<file path="config.mk">
export PLATFORM = sky130hd
export DESIGN_NAME = spe_sqrt
export DESIGN_NICKNAME = d
export VERILOG_FILES = /design/src/rtl/spe_pkg.sv /design/src/rtl/spe_sqrt.sv
export SDC_FILE = /design/constraint.sdc
export NUM_CORES = 1
export LEC_CHECK = 0
export ABC_CLOCK_PERIOD_IN_PS = 21800
export BUFFER_PORTS_ARGS = -buffer_cell sky130_fd_sc_hd__buf_2
export CAP_MARGIN = 10
export CORE_MARGIN = 5
export CORE_UTILIZATION = 62
export CTS_CLUSTER_SIZE = 12
export DETAILED_ROUTE_END_ITERATION = 10
export GPL_TIMING_DRIVEN = 0
export PLACE_DENSITY = 0.92
export SKIP_LAST_GASP = 1
export SYNTH_ARGS = -nofsm -noshare
export SYNTH_HDL_FRONTEND = slang
export SYNTH_SLANG_ARGS = --single-unit
</file>
<file path="constraint.sdc">
create_clock -name clk -period 21.8 [get_ports clk]
set_clock_uncertainty 0.05 [all_clocks]
set_input_delay 2.18 -clock clk [delete_from_list [all_inputs] [get_ports clk]]
set_output_delay 2.18 -clock clk [all_outputs]
set_load 0.01 [all_outputs]
</file>
<file path="src/rtl/spe_pkg.sv">
// Shared constants and types for the 3x3 edge-magnitude filter.
// No dependencies; every other file in rtl/ except spe_ram imports this package.
package spe_pkg;

  // Line store geometry
  localparam int MAX_LINE_WIDTH = 1024;
  localparam int COL_W          = $clog2(MAX_LINE_WIDTH);
  localparam int ROW_W          = 12;
  localparam int PIX_W          = 8;

  // Configuration register widths and limits
  localparam int CFG_WIDTH_W  = 11;
  localparam int CFG_HEIGHT_W = 12;
  localparam int MIN_DIM      = 3;
  localparam int APB_DATA_W   = 32;
  localparam int APB_ADDR_W   = 4;

  // Register indexes (byte address / 4)
  localparam logic [1:0] REG_WIDTH  = 2'd0;
  localparam logic [1:0] REG_HEIGHT = 2'd1;
  localparam logic [1:0] REG_METHOD = 2'd2;

  // Mask pair select
  localparam logic METHOD_SOBEL   = 1'b0;
  localparam logic METHOD_PREWITT = 1'b1;

  // Datapath widths
  localparam int GRAD_W    = PIX_W + 2;        // |Ix|, |Iy| up to 4*255
  localparam int SQ_W      = 2 * GRAD_W;
  localparam int SUM_W     = SQ_W + 1;
  localparam int MAG_W     = 8;
  localparam int ROOT_IN_W = 2 * MAG_W;        // sums at or above 2^16 saturate

  // 3x3 window: [row][column], row 0 oldest line, column 2 newest pixel
  typedef logic [2:0][2:0][PIX_W-1:0] spe_win_t;

  // Sideband that travels with each pixel down the pipe
  typedef struct packed {
    logic [ROW_W-1:0] row;
    logic [COL_W-1:0] col;
    logic             done;
  } spe_tag_t;

endpackage

</file>
<file path="src/rtl/spe_sqrt.sv">
// Pipelined integer square root of Ix^2 + Iy^2, saturated to 8 bits.
// Depends on spe_pkg. Digit-by-digit restoring method, four root bits a stage.
module spe_sqrt import spe_pkg::*; (
  input  logic             clk,
  input  logic             rst_n,
  input  logic             adv,
  input  logic [SQ_W-1:0]  sq_x,
  input  logic [SQ_W-1:0]  sq_y,
  input  logic             in_emit,
  input  spe_tag_t         in_tag,
  output logic [MAG_W-1:0] mag,
  output logic             out_emit,
  output spe_tag_t         out_tag
);

  localparam int REM_W = MAG_W + 2;
  localparam int STEPS = MAG_W / 2;
  localparam int HALF  = ROOT_IN_W / 2;

  typedef struct packed {
    logic [REM_W-1:0] rem;
    logic [MAG_W-1:0] q;
  } spe_root_t;

  logic [SUM_W-1:0]     sum;
  logic                 c_sat_r;
  logic [ROOT_IN_W-1:0] c_x_r;
  logic                 c_emit_r;
  spe_tag_t             c_tag_r;
  spe_root_t            d_st, d_st_r;
  logic [HALF-1:0]      d_lo_r;
  logic                 d_sat_r;
  logic                 d_emit_r;
  spe_tag_t             d_tag_r;
  spe_root_t            e_st;
  logic [MAG_W-1:0]     e_mag_r;
  logic                 e_emit_r;
  spe_tag_t             e_tag_r;

  // One root digit: bring down two radicand bits, try q*4+1
  function automatic spe_root_t root_step(input spe_root_t s, input logic [1:0] pair);
    logic [REM_W+1:0] cur;
    logic [REM_W+1:0] trial;
    spe_root_t        r;
    cur   = {s.rem, pair};
    trial = (REM_W+2)'({s.q, 2'b01});
    if (cur >= trial) begin
      r.rem = REM_W'(cur - trial);
      r.q   = {s.q[MAG_W-2:0], 1'b1};
    end else begin
      r.rem = REM_W'(cur);
      r.q   = {s.q[MAG_W-2:0], 1'b0};
    end
    return r;
  endfunction

  assign sum = SUM_W'(sq_x) + SUM_W'(sq_y);

  // Stage C: sum and saturation flag
  always_ff @(posedge clk) begin
    if (!rst_n) begin
      c_emit_r <= 1'b0;
    end else if (adv) begin
      c_emit_r <= in_emit;
    end
  end

  always_ff @(posedge clk) begin
    if (adv) begin
      c_sat_r <= |sum[SUM_W-1:ROOT_IN_W];
      c_x_r   <= sum[ROOT_IN_W-1:0];
      c_tag_r <= in_tag;
    end
  end

  // Stage D: upper four root bits
  always_comb begin
    d_st = '0;
    for (int i = 0; i < STEPS; i++) begin
      d_st = root_step(d_st, c_x_r[ROOT_IN_W-1-2*i -: 2]);
    end
  end

  always_ff @(posedge clk) begin
    if (!rst_n) begin
      d_emit_r <= 1'b0;
    end else if (adv) begin
      d_emit_r <= c_emit_r;
    end
  end

  always_ff @(posedge clk) begin
    if (adv) begin
      d_st_r  <= d_st;
      d_lo_r  <= c_x_r[HALF-1:0];
      d_sat_r <= c_sat_r;
      d_tag_r <= c_tag_r;
    end
  end

  // Stage E: lower four root bits, saturate
  always_comb begin
    e_st = d_st_r;
    for (int i = 0; i < STEPS; i++) begin
      e_st = root_step(e_st, d_lo_r[HALF-1-2*i -: 2]);
    end
  end

  always_ff @(posedge clk) begin
    if (!rst_n) begin
      e_emit_r <= 1'b0;
    end else if (adv) begin
      e_emit_r <= d_emit_r;
    end
  end

  always_ff @(posedge clk) begin
    if (adv) begin
      e_mag_r <= d_sat_r ? '1 : e_st.q;
      e_tag_r <= d_tag_r;
    end
  end

  assign mag      = e_mag_r;
  assign out_emit = e_emit_r;
  assign out_tag  = e_tag_r;

endmodule

</file>
# Word-level counts from Yosys, hierarchy flattened
# Index checks and enable logic that the tools add are counted.
# totals
reg_bits	124
latch_bits	0
ram_bits	0
mem_bits_ro	0
inputBits	67
out_inout_bits	32
wordCells	44
memories	0
# classes
add_sub_neg	8
mul	0
div_mod_pow	0
n_lt_le_gt_ge	8
n_eq_ne	0
n_shift	0
mux	8
bitwise	0
n_reduce_logical	1
# op_table
cell	n
18-bit two-way mux	7
12-bit by 10-bit >= comparator with 1-bit output	7
10-bit subtractor	6
20-bit by 20-bit adder with 21-bit output	1
5-bit OR reduction	1
2-bit by 1-bit subtractor with 3-bit output, second input constant	1
2-bit by 1-bit >= comparator with 1-bit output, second input constant	1
1-bit two-way mux	1

# Logic depth before layout (Yosys ltp)
# Gate-level depths: netlist of run 1.
# logic_depth
ltp_word	8
ltp_mapped	37
ltp_nobuf	35

# Worst setup path before layout of run 1
# Ideal clock, no wire load.
# synth_timing
kind	reg2reg
startpoint	register d_st_r[0] in the netlist's numbering
endpoint	register e_mag_r[0] (netlist: mag[0]), data pin
setup_time_ps	259
arrival_ps	6945
setup_slack_ps	14546
stages_incl_launch_ff	36
n_path_buf	4
synth_period_minus_slack_ps	7254
path_cell_list	edfxtp_1 -> inv_1 -> ha_1 -> nor2b_1 -> o21ai_0 -> nand3_2 -> clkbuf_1 -> nor2_1 -> a21oi_1 -> ha_1 -> buf_1 -> nand3b_1 -> nor4_1 -> o31a_1 -> nor3_1 -> nand2_1 -> clkbuf_1 -> nor2_1 -> a21oi_1 -> ha_1 -> a21oi_1 -> nor2b_1 -> o21ai_0 -> nand2b_1 -> or2_2 -> a311oi_2 -> o21ai_2 -> buf_6 -> mux2_2 -> ha_1 -> and4_1 -> a211oi_1 -> nand2_1 -> a21oi_1 -> o211ai_1 -> a211o_1
# synth_via
elab_chain_cells	8
# synth_lines
element	line_no	text
from (decl)	spe_sqrt.sv:30	spe_root_t d_st, d_st_r;
from (signal assigned)	spe_sqrt.sv:94	d_st_r <= d_st;
10-bit subtractor or 12-bit by 10-bit >= comparator with 1-bit output (tied branches)	spe_sqrt.sv:48, spe_sqrt.sv:47	
18-bit two-way mux (*)	spe_sqrt.sv:47	if (cur >= trial) begin
10-bit subtractor or 12-bit by 10-bit >= comparator with 1-bit output (tied branches)	spe_sqrt.sv:48, spe_sqrt.sv:47	
18-bit two-way mux (*)	spe_sqrt.sv:47	
10-bit subtractor or 12-bit by 10-bit >= comparator with 1-bit output (tied branches)	spe_sqrt.sv:48, spe_sqrt.sv:47	
18-bit two-way mux (*)	spe_sqrt.sv:47	
12-bit by 10-bit >= comparator with 1-bit output (*)	spe_sqrt.sv:47	
1-bit two-way mux (*)	spe_sqrt.sv:47	
to (signal assigned)	spe_sqrt.sv:119	e_mag_r <= d_sat_r ? '1 : e_st.q;
to (decl)	spe_sqrt.sv:36	logic [MAG_W-1:0] e_mag_r;
# Every way passes the cells marked *; elsewhere a longest branch is shown, timed or not.
# A chain may end at the register's enable or synchronous reset.

# Worst setup path in the final report of run 1
# layout_timing
startpoint	register d_st_r[3] in the netlist's numbering
endpoint	register e_mag_r[0] (netlist: mag[0]), data pin
# The elaborated chain is that of the path after synthesis.

==> flow_metrics.py, run 1 <==
metrics = {
    "route": {
        "wl_per_cell_microns": 20.79,
        "dr.pass1.iters": 5,
        "drt-initial-drc-count": 467,
        "dr_total_vias": 5371,
        "wl_mm": 17.71,
        "ant_nets": 0,
        "vias_per_cell": 6.304,
        "drc_errors": 0,
    },
    "sta": {
        "maxSlewViolCount": 0,
        "fmax_mhz": 111.6,
        "hold_ws_ns": 0.3650,
        "final.setup.tns_ns": 0,
        "hold_viol_final": 0,
        "slew_headroom": 0.4298,
        "setup_viol": 0,
        "fin_crit_sh": 0.4110,
        "worst_slew_pin_slew_ns": 0.8475,
        "worst_slack_ns": 12.84,
        "rsz0062_at_grt": "no",
        "finalCriticalPeriod_ns": 8.961,
    },
    "synthesis": {
        "synth_top_area_cell": "edfxtp_1",
        "synth_area_leaders": "edfxtp_1 51%, ha_1 11%, xnor2_1 3.6%, a21oi_1 2.6%, inv_1 2.4%",
        "synth_xor_area_frac": 0.05133,
        "ys_ff_latch": 120,
        "synth_area_per_cell_sq_um": 11.75,
        "muxShareOfSynthArea": 0.01888,
        "synth-compound-area-share": 0.1399,
        "yosys_warnings": 0,
        "synth_top_area_frac": 0.5148,
        "synth_adder_area_share": 0.1148,
        "synthSimpleGateAreaFrac": 0.1206,
        "async_flop_share": 0,
        "netlist_area_sq_um": 6825,
        "synth_fp_nets": 710,
        "synth_edf_count": 117,
        "yosys_most_used_dff": "edfxtp_1",
        "synth.distinct_cells": 68,
        "synthCells": 581,
        "synth_top_family_by_area": "compound AO/OA/AOI/OAI gates",
        "synth_seq_area_share": 0.5236,
    },
    "clock_tree": {
        "cts-resized-gates": 0,
        "cts.reportedPaths.clkPinSlew_ns": 0.06,
        "clk_latency_ns": 0.53,
        "post_cts_buffers": 0,
        "numClockSinks": 120,
        "cts_tree": "done",
        "cts_root_buf": "clkbuf_8",
        "htreeDepth": 4,
        "cts_hold_buffers": 0,
        "clk_path_buf_depth": 2,
        "cts_buffers": 17,
    },
    "floorplan": {
        "die-area_sq_um": 13210,
        "rows": 38,
        "initial_core_util": 0.6324,
        "die_h_microns": 114.9,
        "ios": 99,
        "die_w_microns": 114.9,
        "core_area_sq_um": 10790,
    },
    "run": {
        "cap_viol_max_count": 0,
    },
    "layout": {
        "area_growth_pct": 18.57,
        "finish.instance_area_sq_um": 8093,
        "multi_input_comb_area_sq_um": 3040,
        "n_antenna_cell": 0,
        "nNetsFinal": 828,
        "drive_gt1_frac": 0.2346,
        "fillCellCount": 599,
        "seq_area_sq_um": 3573,
    },
    "setup_path": {
        "arrival_ns": 9.18,
        "critical_path_required_ns": 22.02,
        "end_kind": "register",
        "critPathSlowestCell": "nor4_1",
        "criticalPathCategory": "reg2reg",
        "max_stage_delay_ns": 0.66,
        "cp-start-kind": "register",
        "crit_fanout": 10,
    },
    "grt": {
        "antenna_found_initial": 0,
        "gr-total-overflow": 0,
        "grt_max_degree": 70,
        "grt_pass1_vias": 5499,
        "track_usage": 0.2756,
        "grt_pass1_wl_mm": 27.90,
    },
    "power": {
        "p_leak_nw": 3.357,
        "power_mw": 1.163,
        "ir_worst_vdd_mv": 0.08798,
        "powerDensity_nw_per_um2": 143.7,
    },
    "place": {
        "placed_area_sq_um": 7521,
        "io_buffers": 98,
        "dp_slack_ns": 13.08,
        "routabilityCongestion": 0.9207,
        "dpl.hpwl_mm": 11.46,
    },
    "status": {
        "status": "finished clean",
    },
    "min_path": {
        "hold_class": "reg2reg",
    },
}
## flip-flops by register name, indices dropped and copies added, names as in the netlist
register / count
c_sat_r: 1
c_tag_r: 23
d_sat_r: 1
d_lo_r: 8
d_emit_r: 1
d_tag_r: 23
mag: 8
out_tag: 23
out_emit: 1
c_x_r: 16
d_st_r: 14
c_emit_r: 1
## logic make-up after synthesis
| group | after synthesis |
|---|---|
| and+or+nand+nor | 156 |
| AOI/OAI and AO/OA | 137 |
| DFF | 120 |
| adders and majority gates | 62 |
| buffers and inverters | 54 |
| xor gates and xnor gates | 40 |
| muxes | 12 |
## placed cells by master (no fill, tap or decap), types with 5 or more instances in the layout
cell type  count
ha_1          61
nor2b_1       14
a211oi_1       5
nand2b_1       5
o211ai_1       6
clkbuf_16     16
or2_2         13
edfxtp_1     117
mux2i_1        5
a21oi_1       36
xnor2_1       28
nor4_1         6
nor3_1        12
nor2_1        42
xor2_1        12
buf_2         97
a21o_1         9
mux2_2         7
clkbuf_1       6
nand3b_1       5
o21ai_0       31
nand3_1        8
inv_8          5
a21boi_0       5
nand2_1       24
and3_1         6
inv_1         44
## cell usage after synthesis (all sizes together), types with 3 or more instances
cell type and n:
a211oi 5, a21boi 5, a21o 9, a21oi 37
a311oi 5, a31o 3, a31oi 3, a41oi 3
and2 3, and3 6, clkbuf 6, dfxtp 3
edfxtp 117, ha 61, inv 45, mux2 7
mux2i 5, nand2 24, nand2b 5, nand3 9
nand3b 5, nand4b 3, nor2 42, nor2b 14
nor3 12, nor4 6, o211ai 6, o21a 4
o21ai 32, o22ai 3, o31ai 4, or2 13
or3 3, or4 4, xnor2 28, xor2 12
## worst paths after layout
| path | cells past startpoint | to | slack, ns | start |
|---|---|---|---|---|
| worst min-delay path | 0 | d_tag_r[21]$_DFFE_PP_ | 0.37 | c_tag_r[21]$_DFFE_PP_ |
| worst min register to register | 0 | d_tag_r[21]$_DFFE_PP_ | 0.37 | c_tag_r[21]$_DFFE_PP_ |
| worst max-delay path | 35 | mag[0]$_SDFFCE_PP1P_ | 12.84 | d_st_r[3]$_DFFE_PP_ |
| worst max register to register | 35 | mag[0]$_SDFFCE_PP1P_ | 12.84 | d_st_r[3]$_DFFE_PP_ |
## power breakdown
part           switching, mW  internal (mW)
clock network          0.119          0.156
logic                  0.340          0.236
registers             0.0157          0.295
total                  0.475          0.688
## final cells by class
cell class | instances | share of cell area
plain buffers | 8 | 0.004638
clock buffers | 17 | 0.05118
clock inverters | 15 | 0.01948
inverters | 46 | 0.02149
multi-input cells | 407 | 0.3757
flip-flops and latches | 120 | 0.4416
well taps | 140 | 0.02165
repair buffers | 99 | 0.06432
## metal layers
metal | part of all wire | vias up | global-route usage
met5 | 0 | - | 0
met4 | 0.052 | 0 | 0.1557
met3 | 0.064 | 81 | 0.05526
met2 | 0.52 | 312 | 0.4992
met1 | 0.36 | 2555 | 0.2989
li1 | - | 2423 | -
## critical path: cells and delay by family (launching register included)
| family | cells | cell delay, ns |
|---|---|---|
| AOI/OAI and AO/OA | 12 | 2.70 |
| and+or+nand+nor | 13 | 2.56 |
| buffers and inverters | 5 | 1.39 |
| adders and majority gates | 4 | 1.31 |
| DFF | 1 | 0.41 |
| muxes | 1 | 0.28 |
## stage by stage
stage          utilization  instances
2_1_floorplan            -        581
3_3_place_gp        0.6941        819
3_5_place_dp        0.6968        820
4_1_cts             0.7498        852
5_1_grt             0.7498        852
6_report            0.7498        852
Power figures use the tool's default switching activity.
==> run 2: changes to the inputs <==
--- a/config.mk
+++ b/config.mk
@@ -5,15 +5,15 @@
 export SDC_FILE = /design/constraint.sdc
 export NUM_CORES = 1
 export LEC_CHECK = 0
-export ABC_CLOCK_PERIOD_IN_PS = 21800
+export ABC_CLOCK_PERIOD_IN_PS = 7250
 export BUFFER_PORTS_ARGS = -buffer_cell sky130_fd_sc_hd__buf_2
 export CAP_MARGIN = 10
 export CORE_MARGIN = 5
-export CORE_UTILIZATION = 62
+export CORE_UTILIZATION = 52
 export CTS_CLUSTER_SIZE = 12
 export DETAILED_ROUTE_END_ITERATION = 10
 export GPL_TIMING_DRIVEN = 0
-export PLACE_DENSITY = 0.92
+export PLACE_DENSITY = 0.82
 export SKIP_LAST_GASP = 1
 export SYNTH_ARGS = -nofsm -noshare
 export SYNTH_HDL_FRONTEND = slang
==> constraint.sdc (replaced) <==
create_clock -name clk -period 7.25 [get_ports clk]
set_clock_uncertainty 0.05 [all_clocks]
set_input_delay 0.725 -clock clk [delete_from_list [all_inputs] [get_ports clk]]
set_output_delay 0.725 -clock clk [all_outputs]
set_load 0.01 [all_outputs]
==> run 2 against run 1 <==
  * Sequential share of layout area is 2.8 points lower
  * Critical path depth is 3 lower
  * Via count is 5.0% lower
  * Non-clock buffer count is 27 higher
  * Fmax is 28% higher
  * Combinational power grew to 3.5 times the previous value
==> flow_metrics.py, run 2 (same netlist as run 1, synthesis figures left out) <==
metrics = {
    "grt": {
        "grt_max_degree": 74,
        "antenna_found_initial": 0,
        "track_usage": 0.1923,
        "grt_pass1_wl_mm": 24.05,
        "grt_pass1_vias": 4963,
        "gr-total-overflow": 0,
    },
    "power": {
        "p_clk_frac": 0.209,
        "pwr-share-comb": 0.541,
        "power.internal_mw": 2.271,
        "pwr-share-seq": 0.251,
        "switching_share": 0.3896,
        "powerDensity_nw_per_um2": 431.1,
        "ir_worst_vdd_mv": 0.1947,
        "p_leak_nw": 3.502,
        "switchingPower_mw": 1.450,
    },
    "sta": {
        "hold_viol_final": 0,
        "maxSlewViolCount": 0,
        "fmax_mhz": 142.6,
        "worst_slack_ns": 0.2368,
        "finalCriticalPeriod_ns": 7.013,
        "slew_headroom": 0.3976,
        "worst_slew_pin_slew_ns": 0.9036,
        "fin_crit_sh": 0.9673,
        "setup_viol": 0,
    },
    "layout": {
        "multi_input_comb_area_sq_um": 3338,
        "drive_gt1_frac": 0.3171,
        "finish.instance_area_sq_um": 8632,
        "nNetsFinal": 855,
        "seq_area_sq_um": 3573,
        "mostFrequentLayoutCell": "edfxtp_1",
        "fillCellCount": 896,
        "final_cells": 910,
        "final_cell_mix": "117 x edfxtp_1, 97 x buf_2, 53 x ha_1",
        "n_antenna_cell": 0,
        "area_growth_pct": 26.47,
    },
    "place": {
        "io_buffers": 98,
        "dpl.hpwl_mm": 10.99,
        "placed_cells": 852,
        "placed_area_sq_um": 7553,
        "dp_slack_ns": -1.447,
        "routabilityCongestion": 0.9208,
    },
    "setup_path": {
        "cpMostUsedCell": "a21oi_2",
        "crit_fanout": 10,
        "reg2reg_slack_ns": 0.24,
        "r2r-end": "mag[0]$_SDFFCE_PP1P_",
        "cp-start-kind": "register",
        "max_stage_delay_ns": 0.42,
        "critical_path_required_ns": 7.36,
        "criticalPathCategory": "reg2reg",
        "end_kind": "register",
        "reg2regPathDepth": 32,
        "reg2reg_from": "d_st_r[10]$_DFFE_PP_",
        "critPathSlowestCell": "edfxtp_1",
        "arrival_ns": 7.13,
    },
    "min_path": {
        "hold_class": "reg2reg",
        "min_delay_worst_endpoint": "out_tag[6]$_DFFE_PP_",
        "whs_path_depth": 0,
        "hold_start": "d_tag_r[6]$_DFFE_PP_",
    },
    "clock_tree": {
        "clk_path_buf_depth": 2,
        "numClockSinks": 120,
        "cts.reportedPaths.clkPinSlew_ns": 0.06,
        "cts_hold_buffers": 0,
        "cts_root_buf": "clkbuf_16",
        "cts_tree": "done",
        "cts_buffers": 17,
        "htreeDepth": 4,
        "clk_latency_ns": 0.42,
    },
    "floorplan": {
        "die_w_microns": 124.6,
        "ios": 99,
        "rows": 41,
        "core_area_sq_um": 12720,
        "initial_core_util": 0.5365,
        "die_h_microns": 124.6,
        "die-area_sq_um": 15520,
    },
    "route": {
        "ant_nets": 0,
        "wl_per_cell_microns": 17.06,
        "dr_total_vias": 5101,
        "drc_errors": 0,
        "wl_mm": 15.53,
        "vias_per_cell": 5.605,
        "drt-initial-drc-count": 354,
        "dr.pass1.iters": 5,
    },
    "run": {
        "cap_viol_max_count": 0,
    },
    "status": {
        "status": "finished clean",
    },
}
## run 2: cell count changes in the layout (fill, tap and decap cells not counted), sizes merged
cell and delta:
clkinvlp +1, buf +29, clkbuf -2, inv -4
clkinv +2
## run 2: worst max-delay path: cells and delay by family, from the launching register on
kind            cells  cell delay [ns]
compound gates     15             2.79
fa+ha+maj           4             1.17
buf+inv             3             0.52
flops               1             0.42
mux                 1             0.28
simple gates        9             1.51
## run 2: power by group through the flow
stage	Clock, mW	Combinational, mW	Sequential, mW
4_1_cts	0.785	1.70	0.933
3_3_place_gp	0	1.54	0.941
2_1_floorplan	0	1.26	0.937
3_5_place_dp	0	1.61	0.945
5_1_grt	0.822	2.18	0.942
6_report	0.777	2.01	0.933
## run 2: area by class of cell
class	count	area share
sequential	120	0.4140
multi-input combinational	407	0.3867
timing repair buffer	127	0.08378
clock buffer	17	0.04928
tap	172	0.02493
inverter	46	0.02058
clock inverter	14	0.01421
buffer	7	0.006523
## run 2: worst max-delay path by stage
| stage | from | depth (start not counted) | slack, ns | end |
|---|---|---|---|---|
| CTS | d_st_r[3]$_DFFE_PP_ | 32 | 0.01 | mag[0]$_SDFFCE_PP1P_ |
| global placement | d_st_r[3]$_DFFE_PP_ | 35 | -1.32 | mag[0]$_SDFFCE_PP1P_ |
| detailed placement | d_st_r[3]$_DFFE_PP_ | 35 | -1.45 | mag[0]$_SDFFCE_PP1P_ |
| floorplan | d_st_r[3]$_DFFE_PP_ | 35 | 0.01 | mag[0]$_SDFFCE_PP1P_ |
| finish | d_st_r[10]$_DFFE_PP_ | 32 | 0.24 | mag[0]$_SDFFCE_PP1P_ |
| global route | d_st_r[10]$_DFFE_PP_ | 32 | -0.09 | mag[0]$_SDFFCE_PP1P_ |
## run 2: metal layers
layer	vias up	GRT usage	wire length, microns
li1	2476	-	-
met1	2403	0.2371	6366
met2	189	0.3238	7830
met3	33	0.04460	963
met4	0	0.08253	368
met5	-	0	0
## run 2: what timing repair did
| action | in CTS | in global routing |
|---|---|---|
| gates cloned | 0 | 0 |
| setup endpoints to repair | 2 | 1 |
| pin swaps | 6 | 13 |
| setup buffers | 8 | 20 |
| resized for setup | 29 | 41 |
## run 2: through the flow
stage | utilization | TNS (ns) | hold WS, ns | power [mW]
CTS | 0.6502 | 0 | 0.3644 | 3.420
detailed placement | 0.5937 | -1.561 | 0.3545 | 2.554
finish | 0.6785 | 0 | 0.3644 | 3.721
global route | 0.6785 | -0.08895 | 0.3710 | 3.944
floorplan | - | 0 | 0.3503 | 2.196
global placement | 0.5920 | -1.325 | 0.3501 | 2.486
