$ cat src/rtl/spe_pkg.sv
// Shared constants and types for the 3x3 edge-magnitude filter.
// No dependencies; every other file in rtl/ except spe_ram imports this package.
package spe_pkg;

  // Line store geometry
  localparam int MAX_LINE_WIDTH = 1024;
  localparam int COL_W          = $clog2(MAX_LINE_WIDTH);
  localparam int ROW_W          = 12;
  localparam int PIX_W          = 8;

  // Configuration register widths and limits
  localparam int CFG_WIDTH_W  = 11;
  localparam int CFG_HEIGHT_W = 12;
  localparam int MIN_DIM      = 3;
  localparam int APB_DATA_W   = 32;
  localparam int APB_ADDR_W   = 4;

  // Register indexes (byte address / 4)
  localparam logic [1:0] REG_WIDTH  = 2'd0;
  localparam logic [1:0] REG_HEIGHT = 2'd1;
  localparam logic [1:0] REG_METHOD = 2'd2;

  // Mask pair select
  localparam logic METHOD_SOBEL   = 1'b0;
  localparam logic METHOD_PREWITT = 1'b1;

  // Datapath widths
  localparam int GRAD_W    = PIX_W + 2;        // |Ix|, |Iy| up to 4*255
  localparam int SQ_W      = 2 * GRAD_W;
  localparam int SUM_W     = SQ_W + 1;
  localparam int MAG_W     = 8;
  localparam int ROOT_IN_W = 2 * MAG_W;        // sums at or above 2^16 saturate

  // 3x3 window: [row][column], row 0 oldest line, column 2 newest pixel
  typedef logic [2:0][2:0][PIX_W-1:0] spe_win_t;

  // Sideband that travels with each pixel down the pipe
  typedef struct packed {
    logic [ROW_W-1:0] row;
    logic [COL_W-1:0] col;
    logic             done;
  } spe_tag_t;

endpackage

$ cat src/rtl/spe_grad.sv
// Sobel / Prewitt gradients of the 3x3 window and their squares.
// Depends on spe_pkg.
module spe_grad import spe_pkg::*; (
  input  logic            clk,
  input  logic            rst_n,
  input  logic            adv,
  input  logic            method,
  input  spe_win_t        win,
  input  logic            in_emit,
  input  spe_tag_t        in_tag,
  output logic [SQ_W-1:0] sq_x,
  output logic [SQ_W-1:0] sq_y,
  output logic            out_emit,
  output spe_tag_t        out_tag
);

  logic [GRAD_W-1:0] px, nx, py, ny;
  logic [GRAD_W-1:0] ax, ay;
  logic [GRAD_W-1:0] ax_r, ay_r;
  logic              a_emit_r;
  spe_tag_t          a_tag_r;
  logic [SQ_W-1:0]   sq_x_r, sq_y_r;
  logic              b_emit_r;
  spe_tag_t          b_tag_r;

  // Center tap weight: 2 for Sobel, 1 for Prewitt
  function automatic logic [GRAD_W-1:0] ctr_tap(input logic m, input logic [PIX_W-1:0] p);
    return (m == METHOD_SOBEL) ? GRAD_W'({p, 1'b0}) : GRAD_W'(p);
  endfunction

  // Positive and negative halves of each mask; |I| = |pos - neg|
  always_comb begin
    px = GRAD_W'(win[0][2]) + ctr_tap(method, win[1][2]) + GRAD_W'(win[2][2]);
    nx = GRAD_W'(win[0][0]) + ctr_tap(method, win[1][0]) + GRAD_W'(win[2][0]);
    py = GRAD_W'(win[2][0]) + ctr_tap(method, win[2][1]) + GRAD_W'(win[2][2]);
    ny = GRAD_W'(win[0][0]) + ctr_tap(method, win[0][1]) + GRAD_W'(win[0][2]);
    ax = (px >= nx) ? px - nx : nx - px;
    ay = (py >= ny) ? py - ny : ny - py;
  end

  // Stage A: absolute gradients
  always_ff @(posedge clk) begin
    if (!rst_n) begin
      a_emit_r <= 1'b0;
    end else if (adv) begin
      a_emit_r <= in_emit;
    end
  end

  always_ff @(posedge clk) begin
    if (adv) begin
      ax_r    <= ax;
      ay_r    <= ay;
      a_tag_r <= in_tag;
    end
  end

  // Stage B: squares
  always_ff @(posedge clk) begin
    if (!rst_n) begin
      b_emit_r <= 1'b0;
    end else if (adv) begin
      b_emit_r <= a_emit_r;
    end
  end

  always_ff @(posedge clk) begin
    if (adv) begin
      sq_x_r  <= SQ_W'(ax_r) * SQ_W'(ax_r);
      sq_y_r  <= SQ_W'(ay_r) * SQ_W'(ay_r);
      b_tag_r <= a_tag_r;
    end
  end

  assign sq_x     = sq_x_r;
  assign sq_y     = sq_y_r;
  assign out_emit = b_emit_r;
  assign out_tag  = b_tag_r;

endmodule

$ cat config.mk
export PLATFORM = sky130hd
export DESIGN_NAME = spe_grad
export DESIGN_NICKNAME = d
export VERILOG_FILES = /design/src/rtl/spe_pkg.sv /design/src/rtl/spe_grad.sv
export SDC_FILE = /design/constraint.sdc
export NUM_CORES = 1
export LEC_CHECK = 0
export BUFFER_PORTS_ARGS = -buffer_cell sky130_fd_sc_hd__buf_2
export CORE_MARGIN = 1.5
export CORE_UTILIZATION = 30
export CTS_BUF_LIST = sky130_fd_sc_hd__clkbuf_4
export DETAILED_ROUTE_END_ITERATION = 12
export SLEW_MARGIN = 20
export SYNTH_ARGS = -nofsm -noshare
export SYNTH_HDL_FRONTEND = slang
export SYNTH_SLANG_ARGS = --single-unit
$ cat constraint.sdc
create_clock -name clk -period 7 [get_ports clk]
set_input_delay 0.35 -clock clk [delete_from_list [all_inputs] [get_ports clk]]
set_output_delay 0.35 -clock clk [all_outputs]
set_load 0.01 [all_outputs]
## Yosys cells after proc, flatten, opt, wreduce, memory -nomap -nowiden

Index checks and enable logic that the tools add are counted.
Widths: inputs -> output; s select.

- Bits of input ports: 100
- Bits in registers: 108
- Logic and storage cells: 34

- $lt $le $gt $ge: 2
- $mul: 2
- Multiplexer cells: 6
- Add/sub/neg operators: 12

Operators with widths:

| operator | count |
|---|---|
| $add 10x8->10 | 4 |
| $add 8x9->10 | 4 |
| $mul 10x10->20 | 2 |
| $sub 10x10->10 | 4 |
| $mux 9 | 4 |
| $ge 10x10->1 | 2 |
| $mux 10 | 2 |

## Logic depth before layout (Yosys ltp)

Gate-level depths: netlist of the first run.

- Depth after elaboration: 5
- Mapped depth: 20

## Worst setup path after synthesis of the first run

OpenSTA, ideal clock, no wires.

- Path type: input to register
- Start: in method
- End: reg ax_r[2], data pin
- Data required time: 6.740 ns
- Library setup time: 0.260 ns
- Stages: 19
- Data arrival time: 4.832 ns
- Slack: 1.909 ns
- Path buffers: 4
- Cells stage by stage: clkbuf_1 clkbuf_1 mux2_2 fa_1 ha_1 fa_1 a21o_1 a21oi_1 o21bai_1 a21oi_1 xor2_1 ha_1 clkbuf_1 a21o_1 a21o_1 a211oi_2 buf_4 mux2_4 xnor2_1

- Longest elaborated chain between the ends: 5

Ends and longest elaborated chain:

| what | line | RTL |
|---|---|---|
| from (decl) | spe_grad.sv:7 | `input logic method,` |
| $mux 9 | spe_grad.sv:28 | `return (m == METHOD_SOBEL) ? GRAD_W'({p, 1'b0}) : GRAD_W'(p);` |
| $add 8x9->10, on equally long branches | spe_grad.sv:34, spe_grad.sv:33 |  |
| $add 10x8->10, on equally long branches | spe_grad.sv:34, spe_grad.sv:33 |  |
| $sub 10x10->10 or $ge 10x10->1 (tied branches) | spe_grad.sv:37 | `ax = (px >= nx) ? px - nx : nx - px;` |
| $mux 10 (*) | spe_grad.sv:37 |  |
| net ax[2] | spe_grad.sv:18 | `logic [GRAD_W-1:0] ax, ay;` |
| to (signal assigned) | spe_grad.sv:52 | `ax_r <= ax;` |
| to (decl) | spe_grad.sv:19 | `logic [GRAD_W-1:0] ax_r, ay_r;` |

Mark *: on every way through the listed nets, which the timed path passes. The rest lies on a longest branch.
A chain may end at the register's enable or synchronous reset.

## Worst setup path in the final report of the first run

- Start: reg ay_r[1]
- End: reg sq_y_r[18], in the netlist sq_y[18], data pin

- Longest elaborated chain between the ends: 1

Ends and longest elaborated chain:

| what | line | RTL |
|---|---|---|
| from (decl) | spe_grad.sv:19 |  |
| from (signal assigned) | spe_grad.sv:53 | `ay_r <= ay;` |
| $mul 10x10->20 | spe_grad.sv:70 | `sq_y_r <= SQ_W'(ay_r) * SQ_W'(ay_r);` |
| to (signal assigned) | spe_grad.sv:70 |  |
| to (decl) | spe_grad.sv:22 | `logic [SQ_W-1:0] sq_x_r, sq_y_r;` |

No other way between the ends.

==> results.sh, run 1 <==
export IMPL_die_w_um=208
export IMPL_synthMuxAreaShare_pct=4.59
export IMPL_netlist_area_leader_share_pct=24.9
export IMPL_drtAntennaViolNets=0
export IMPL_synth_edf_count=104
export IMPL_cp_start_kind="flip-flop"
export IMPL_die_h_um=208
export IMPL_synth_compound_area_share_pct=10.3
export IMPL_wl_um=26200
export IMPL_dieArea_sq_um=43100
export IMPL_viasPerCell=4.63
export IMPL_syn_avg_cell_area_sq_um=10.7
export IMPL_ys_seq_area_share_pct=25.2
export IMPL_cpPeakStageDelay_ns=0.70
export IMPL_path_clk_slew_ns=0.19
export IMPL_fillCellCount=4198
export IMPL_antenna_found_initial=5
export IMPL_root_buffer="clkbuf_4"
export IMPL_io_pins=164
export IMPL_postSynthCellCount=1176
export IMPL_grt_overflow=0
export IMPL_clock_fmax_ghz=0.190
export IMPL_post_cts_resized=0
export IMPL_relSlewSlack_pct=35.1
export IMPL_cts_buffers=9
export IMPL_hold_viol_final=0
export IMPL_cts_buffer_depth=2
export IMPL_hp_start="in_emit"
export IMPL_rsz0062_at_grt="false"
export IMPL_cts_tree="done"
export IMPL_wl_met2_um=12500
export IMPL_status="finished, final reports clean"
export IMPL_hold_path_class="input port to flip-flop"
export IMPL_dr_pass1_iters=5
export IMPL_synthArstFlopShare_pct=0
export IMPL_track_usage_pct=12.6
export IMPL_grt_start_max_net_pins=63
export IMPL_port_buffers=153
export IMPL_remaining_drc_errors=0
export IMPL_synth_main_ff_cell="edfxtp_1"
export IMPL_globalplace_congestion=0.919
export IMPL_startpoint="ay_r[1]"
export IMPL_maxCapViolations=0
export IMPL_synth_simple_area_share_pct=10.2
export IMPL_timing_rr_start="ay_r[1]"
export IMPL_met3WireLength_um=990
export IMPL_fin_nets=1739
export IMPL_first_global_vias=9028
export IMPL_cts_hold_buf=24
export IMPL_ys_top_cells_by_area="edfxtp_1 25%, fa_1 21%, ha_1 17%"
export IMPL_min_period_ns=5.26
export IMPL_regArea_sq_um=3160
export IMPL_cp_required_ns=7.30
export IMPL_drt_iter0_markers=408
export IMPL_core_sq_um=41100
export IMPL_highest_layer="met5"
export IMPL_layout_commonest_cell="ha_1"
export IMPL_drive_gt1_share_pct=16.1
export IMPL_worstSetupEndpointType="flip-flop"
export IMPL_critPathKind="flip-flop to flip-flop"
export IMPL_skew_ns=0.0252
export IMPL_worst_slack_ns=1.74
export IMPL_synth_distinct_cells=60
export IMPL_met1Wirelength_um=12400
export IMPL_area_growth_pct=13.7
export IMPL_fp_row_count=74
export IMPL_critPathMostFrequentCell="fa_1"
export IMPL_cp_max_fo=14
export IMPL_report_final_slew_viol_count=0
export IMPL_start_util_pct=30.6
export IMPL_htreeDepth=3
export IMPL_path_buf_inv=1
export IMPL_yosysTopAreaCell="edfxtp_1"
export IMPL_tns_ns=0
export IMPL_synthAdderAreaFrac_pct=37.9
export IMPL_crit_path_cell_trace="nand2_1 -> inv_1 -> fa_1 -> fa_1 -> fa_1 -> fa_1 -> fa_1 -> ha_1 -> a21o_1 -> nor3b_1 -> o21a_1 -> o21ai_0 -> and3_1 -> a211o_1"
export IMPL_path_delay_family="adder cells"
export IMPL_ys_ff_latch=106
export IMPL_tightestPinTransition_ns=0.971
export IMPL_dr_total_vias=8704
export IMPL_mostFrequentLayoutCells="166 x ha_1, 160 x inv_1, 152 x buf_2, 134 x fa_1, 104 x edfxtp_1"
export IMPL_synth_xor_area_share_pct=6.06
export IMPL_dp_slack_ns=1.29
export IMPL_synth_top_family_by_area="adder cells"
export IMPL_postCtsSetupBuffers=0
export IMPL_multi_input_area_sq_um=8670
export IMPL_min_period_over_period_pct=75.1
export IMPL_crit_arrival_ns=5.55
export IMPL_clock_sinks=106
export IMPL_grt_pass1_wl_um=44500
export IMPL_ys_warn_count=0
export IMPL_syn_area_sq_um=12600
export IMPL_finalSetupViolCount=0
export IMPL_dp_hpwl_um=21900
export IMPL_wl_per_cell_um=13.9
export IMPL_cp_slowest_cell="edfxtp_1"
export IMPL_clock_latency_ns=0.51
==> cell type report <==
class	instances	area share [%]
antenna	4	0.0701
sequential	106	22.1
tap	532	4.66
clock inverter	7	0.596
inverter	160	4.21
timing repair buffer	178	7.11
clock buffer	9	0.473
multi-input combinational	884	60.7
==> Yosys cell counts (8+ instances only) <==
master	number
edfxtp_1	104
a21oi_1	56
nand2_1	67
and2_1	63
xor2_1	34
a31oi_1	10
fa_1	134
o21bai_1	8
and3_1	12
xnor2_1	53
nor3_1	10
o21a_1	10
nor2b_1	22
mux2_2	33
mux2i_1	19
inv_1	160
ha_1	166
nor2_1	53
o21ai_0	26
clkbuf_1	17
a21o_1	36
==> layer usage <==
metal	vias to the layer above	track usage (%)
li1	4316	-
met1	4184	16.6
met2	185	21.9
met3	17	1.75
met4	2	3.15
met5	-	0
==> flip-flops by register name, summed over array words and instances, names as in the netlist <==
name	cells
sq_y	19
out_emit	1
sq_x	19
a_emit_r	1
ay_r	10
out_tag	23
ax_r	10
a_tag_r	23
==> worst register-to-register path, delay by kind of cell (launching register included) <==
kind | cells | cell delay, ns
simple gates | 3 | 0.60
buf+inv | 1 | 0.11
flops | 1 | 0.70
compound gates | 4 | 0.86
fa+ha+maj | 6 | 2.77
==> kinds of logic after synthesis <==
kind of cell,Yosys count
AO/OA/AOI/OAI,190
XOR/XNOR,87
adder cells (fa/ha/maj),300
buffers and inverters,187
flip-flops,106
multiplexers,53
other,1
AND/OR/NAND/NOR,252
==> path summary, 6_finish.rpt <==
check | endpoint | slack [ns] | depth (start not counted)
worst min-delay path | a_emit_r | 0.1 | 3
worst max register to register | sq_y[18] | 1.74 | 14
worst max-delay path | sq_y[18] | 1.74 | 14
worst min register to register | out_tag[2] | 0.41 | 0
==> metrics by stage <==
stage	hold WS [ns]	instances	area, sq um	utilization (%)
floorplan	0.400	1177	12600	-
global placement	0.400	1836	13900	33.8
detailed placement	0.405	1836	13900	33.8
CTS	0.0584	1876	14300	34.7
global route	0.0797	1878	14300	34.7
finish	0.0995	1880	14300	34.7
Power of run 1 is not shown: default switching activity piles up to over one toggle a cycle in this logic, so the estimate is an artifact.
==> run 2: changes to the inputs <==
--- a/config.mk
+++ b/config.mk
@@ -5,6 +5,7 @@
 export SDC_FILE = /design/constraint.sdc
 export NUM_CORES = 1
 export LEC_CHECK = 0
+export ABC_AREA = 1
 export BUFFER_PORTS_ARGS = -buffer_cell sky130_fd_sc_hd__buf_2
 export CORE_MARGIN = 1.5
 export CORE_UTILIZATION = 30
==> constraint.sdc (replaced) <==
create_clock -name clk -period 4.3 [get_ports clk]
set_input_delay 0.215 -clock clk [delete_from_list [all_inputs] [get_ports clk]]
set_output_delay 0.215 -clock clk [all_outputs]
set_load 0.01 [all_outputs]
==> results.sh, run 2 <==
export IMPL_synth_main_ff_cell="edfxtp_1"
export IMPL_drtAntennaViolNets=0
export IMPL_globalplace_congestion=0.922
export IMPL_crit_arrival_ns=4.74
export IMPL_status="finished with violations"
export IMPL_clock_latency_ns=0.59
export IMPL_io_pins=164
export IMPL_syn_avg_cell_area_sq_um=8.10
export IMPL_viasPerCell=4.43
export IMPL_postSynthCellCount=1656
export IMPL_cp_max_fo=4
export IMPL_yosys_top_cells_count="463 x nand2_1, 330 x inv_1, 166 x ha_1"
export IMPL_hp_start="in_tag[3]"
export IMPL_tns_ns=-1.00
export IMPL_grt_pass1_wl_um=53600
export IMPL_syn_area_sq_um=13400
export IMPL_cp_required_ns=4.64
export IMPL_dr_total_vias=11200
export IMPL_fp_row_count=77
export IMPL_dp_cells=2450
export IMPL_dr_pass1_iters=5
export IMPL_cp_start_kind="flip-flop"
export IMPL_ys_ff_latch=106
export IMPL_synth_edf_count=104
export IMPL_remaining_drc_errors=0
export IMPL_grt_overflow=0
export IMPL_core_sq_um=44100
export IMPL_synthArstFlopShare_pct=0
export IMPL_yosysTopAreaCell="edfxtp_1"
export IMPL_min_period_ns=4.40
export IMPL_area_growth_pct=26.4
export IMPL_reg2reg_depth=17
export IMPL_worstSetupEndpointType="flip-flop"
export IMPL_dieArea_sq_um=46000
export IMPL_tightestPinTransition_ns=0.567
export IMPL_wl_um=32400
export IMPL_first_global_vias=11400
export IMPL_fin_nets=2327
export IMPL_hold_viol_final=0
export IMPL_clock_sinks=106
export IMPL_mostFrequentLayoutCells="414 x nand2_1, 313 x inv_1, 152 x buf_2, 141 x ha_1, 126 x fa_1"
export IMPL_root_buffer="clkbuf_4"
export IMPL_maxCapViolations=0
export IMPL_start_util_pct=30.4
export IMPL_drive_gt1_share_pct=24.0
export IMPL_layout_commonest_cell="nand2_1"
export IMPL_track_usage_pct=14.2
export IMPL_rsz0062_at_grt="true"
export IMPL_dp_hpwl_um=26500
export IMPL_finalSetupViolCount=18
export IMPL_netlist_area_leader_share_pct=23.3
export IMPL_timing_rr_start="ay_r[3]"
export IMPL_synth_most_common_cell="nand2_1"
export IMPL_antenna_found_initial=7
export IMPL_hold_path_class="input port to flip-flop"
export IMPL_violations="negative setup slack"
export IMPL_min_to="a_tag_r[3]"
export IMPL_min_period_over_period_pct=102
export IMPL_cts_tree="done"
export IMPL_die_h_um=214
export IMPL_r2r_slack_ns=-0.1
export IMPL_utilization_pct=38.4
export IMPL_die_w_um=214
export IMPL_clock_fmax_ghz=0.227
export IMPL_relSlewSlack_pct=62.2
export IMPL_cts_buffer_depth=2
export IMPL_cts_buffers=9
export IMPL_critPathKind="flip-flop to flip-flop"
export IMPL_synth_distinct_cells=41
export IMPL_wl_per_cell_um=12.8
export IMPL_htreeDepth=3
export IMPL_grt_start_max_net_pins=45
export IMPL_report_final_slew_viol_count=0
export IMPL_fin_cells=2526
export IMPL_ys_warn_count=0
export IMPL_skew_ns=0.0339
export IMPL_worst_slack_ns=-0.0994
export IMPL_r2r_end="sq_y[17]"
export IMPL_path_clk_slew_ns=0.21
export IMPL_ys_top_cells_by_area="edfxtp_1 23%, fa_1 20%, ha_1 15%"
export IMPL_whs_path_depth=2
export IMPL_port_buffers=153
export IMPL_ys_seq_area_share_pct=23.6
export IMPL_holdWs_ns=0.322
export IMPL_drt_iter0_markers=440
-- run 2: critical path: stages, from the launching register on --
cell	delay, ns
edfxtp_1	0.47
buf_6	0.16
buf_6	0.12
buf_6	0.11
fa_2	0.58
fa_1	0.43
ha_1	0.31
fa_1	0.46
fa_1	0.51
ha_4	0.34
nand2_4	0.07
buf_6	0.12
nor2_2	0.09
nand2_1	0.08
nand2_2	0.11
nand2_1	0.08
nand3_1	0.08
nand2_1	0.05
-- run 2: cell families after synthesis --
logic type                 count (synthesis)  synth area share, %
and+or+nand+nor                          669                 20.1
xor gates and xnor gates                  64                 4.18
DFF                                      106                 23.6
adders and majority gates                300                 35.5
AOI/OAI and AO/OA                        145                 5.99
other                                      1               0.0280
buffers and inverters                    371                 10.6
-- run 2: repair_timing --
action / CTS / global route
hold buffers: 26 / 0
hold endpoints to repair: 28 / 0
endpoints found under the setup margin: 20 / 26
pin swaps: 14 / 68
gates resized for setup: 44 / 159
buffers inserted: 11 / 22
-- run 2: area by class of cell --
cell class | count | area [sq um]
diodes | 2 | 5.00
clock buffers | 9 | 67.6
clock inverters | 7 | 80.1
fillers | 4468 | 27200
inverters | 334 | 1250
multi-input cells | 1180 | 9640
flip-flops and latches | 106 | 3160
well taps | 592 | 741
repair buffers | 296 | 2010
-- run 2: worst max-delay path by stage --
| stage | cells past startpoint | start | to | slack (ns) |
|---|---|---|---|---|
| finish | 17 | ay_r[3] | sq_y[17] | -0.1 |
| detailed placement | 17 | ay_r[3] | sq_y[18] | -0.14 |
| floorplan | 16 | ay_r[3] | sq_y[19] | 0.0008 |
| CTS | 16 | ay_r[2] | sq_y[19] | -0.05 |
| global route | 17 | ax_r[2] | sq_x[19] | -0.28 |
| global placement | 17 | ay_r[7] | sq_y[19] | -0.11 |
-- run 2: per-layer routing --
metal | track usage (%) | up-vias | part of all wire (%) | wire length, um
li1 | - | 5693 | - | -
met1 | 18.7 | 5205 | 47 | 15300
met2 | 23.7 | 248 | 47 | 15100
met3 | 2.06 | 42 | 4.2 | 1360
met4 | 4.79 | 6 | 2.0 | 648
met5 | 0 | - | 0.12 | 38
-- run 2: stage by stage --
step	area, sq um	worst slack, ns
final	17000	-0.0994
after global routing	17000	-0.276
after CTS	16100	-0.0481
after detailed placement	15400	-0.141
after floorplan	13500	0.000768
after global placement	15400	-0.109
Power of run 2 is left out for the same reason.
==> run 3: changes to the inputs <==
--- a/config.mk
+++ b/config.mk
@@ -7,7 +7,7 @@
 export LEC_CHECK = 0
 export ABC_AREA = 1
 export BUFFER_PORTS_ARGS = -buffer_cell sky130_fd_sc_hd__buf_2
-export CORE_MARGIN = 1.5
+export CORE_MARGIN = 2
 export CORE_UTILIZATION = 30
 export CTS_BUF_LIST = sky130_fd_sc_hd__clkbuf_4
 export DETAILED_ROUTE_END_ITERATION = 12
==> results.sh, run 3 (synthesis gave the netlist of run 2 again) <==
export IMPL_relSlewSlack_pct=30.9
export IMPL_cp_max_fo=4
export IMPL_cts_buffers=9
export IMPL_layout_commonest_cell="nand2_1"
export IMPL_viasPerCell=4.34
export IMPL_io_pins=164
export IMPL_violations="negative setup slack"
export IMPL_area_growth_pct=26.6
export IMPL_grt_overflow=0
export IMPL_crit_arrival_ns=4.66
export IMPL_status="finished with violations"
export IMPL_tightestPinTransition_ns=1.04
export IMPL_use_met3_pct=2.07
export IMPL_rsz0062_at_grt="true"
export IMPL_dr_pass1_iters=5
export IMPL_cts_buffer_depth=2
export IMPL_dr_total_vias=11000
export IMPL_hold_path_class="input port to flip-flop"
export IMPL_gr_usage_met1_pct=17.9
export IMPL_skew_ns=0.0252
export IMPL_min_period_ns=4.34
export IMPL_drtAntennaViolNets=0
export IMPL_fillCellCount=4394
export IMPL_first_global_vias=11400
export IMPL_track_usage_pct=13.6
export IMPL_maxCapViolations=0
export IMPL_clock_latency_ns=0.56
export IMPL_dp_hpwl_um=26000
export IMPL_start_util_pct=30.3
export IMPL_grt_busiest_layer="met2"
export IMPL_core_sq_um=44200
export IMPL_hold_viol_final=0
export IMPL_path_clk_slew_ns=0.21
export IMPL_root_buffer="clkbuf_4"
export IMPL_critPathKind="flip-flop to flip-flop"
export IMPL_globalplace_congestion=0.897
export IMPL_worst_slack_ns=-0.0435
export IMPL_tns_ns=-0.224
export IMPL_remaining_drc_errors=0
export IMPL_die_h_um=215
export IMPL_fp_row_count=77
export IMPL_drive_gt1_share_pct=24.6
export IMPL_clock_sinks=106
export IMPL_grt_pass1_wl_um=52300
export IMPL_worstSetupEndpointType="flip-flop"
export IMPL_cts_tree="done"
export IMPL_r2r_slack_ns=-0.04
export IMPL_drt_iter0_markers=407
export IMPL_report_final_slew_viol_count=0
export IMPL_utilization_pct=38.4
export IMPL_grt_start_max_net_pins=82
export IMPL_wl_um=31400
export IMPL_cp_start_kind="flip-flop"
export IMPL_wl_per_cell_um=12.4
export IMPL_min_period_over_period_pct=101
export IMPL_fin_nets=2323
export IMPL_dieArea_sq_um=46400
export IMPL_clock_fmax_ghz=0.230
export IMPL_port_buffers=153
export IMPL_finalSetupViolCount=11
export IMPL_htreeDepth=3
export IMPL_die_w_um=215
export IMPL_grtUsageMet2_pct=23.1
export IMPL_cp_required_ns=4.62
export IMPL_mostFrequentLayoutCells="407 x nand2_1, 303 x inv_1, 152 x buf_2, 141 x ha_1, 128 x fa_1"
export IMPL_antenna_found_initial=8
[run 3: routing by layer]
metal / part of all wire [%] / routed length, um
met5: 0.18 / 58
met4: 1.8 / 551
met3: 4.0 / 1270
met2: 46 / 14400
met1: 48 / 15100
[run 3: critical path, cell delays in order, from the launching register on]
cell	delay [ns]
edfxtp_1	0.50
buf_4	0.17
buf_4	0.13
nand2_2	0.08
inv_1	0.05
fa_1	0.45
fa_1	0.46
ha_1	0.30
fa_2	0.53
fa_1	0.44
ha_4	0.26
a21oi_4	0.18
nor2_1	0.07
nor2_2	0.15
nand2_4	0.08
buf_4	0.13
xor2_1	0.13
[run 3: cell type report]
type	instances	area (sq um)	area share, %
inverter	334	1250	7.39
sequential	106	3160	18.6
antenna	4	10.0	0.0590
clock buffer	9	67.6	0.398
tap	592	741	4.36
clock inverter	7	88.8	0.523
timing repair buffer	292	1990	11.7
multi-input combinational	1180	9660	56.9
[run 3: worst paths after layout]
kind	cells past startpoint	from	endpoint
worst min-delay path	1	adv	sq_x[14]
worst max register to register	16	ay_r[6]	sq_y[10]
worst min register to register	0	a_tag_r[15]	out_tag[15]
worst max-delay path	16	ay_r[6]	sq_y[10]
[run 3: stage by stage]
stage / area (sq um) / std cells / hold slack (ns) / worst slack [ns]
5_1_grt: 17000 / 2523 / 0.282 / -0.220
3_3_place_gp: 15400 / 2447 / 0.392 / -0.0643
3_5_place_dp: 15400 / 2447 / 0.393 / -0.113
4_1_cts: 16200 / 2504 / 0.292 / -0.0342
6_report: 17000 / 2524 / 0.309 / -0.0435
2_1_floorplan: 13500 / 1657 / 0.314 / 0.000768
[run 3: repair_timing]
action,4_1_cts,5_1_grt
hold buffers,26,0
cloned,0,0
pin swaps,23,66
hold endpoints to repair,25,0
setup buffers,16,16
gates resized for setup,44,177
endpoints found under the setup margin,20,24
Power of run 3 is left out for the same reason.
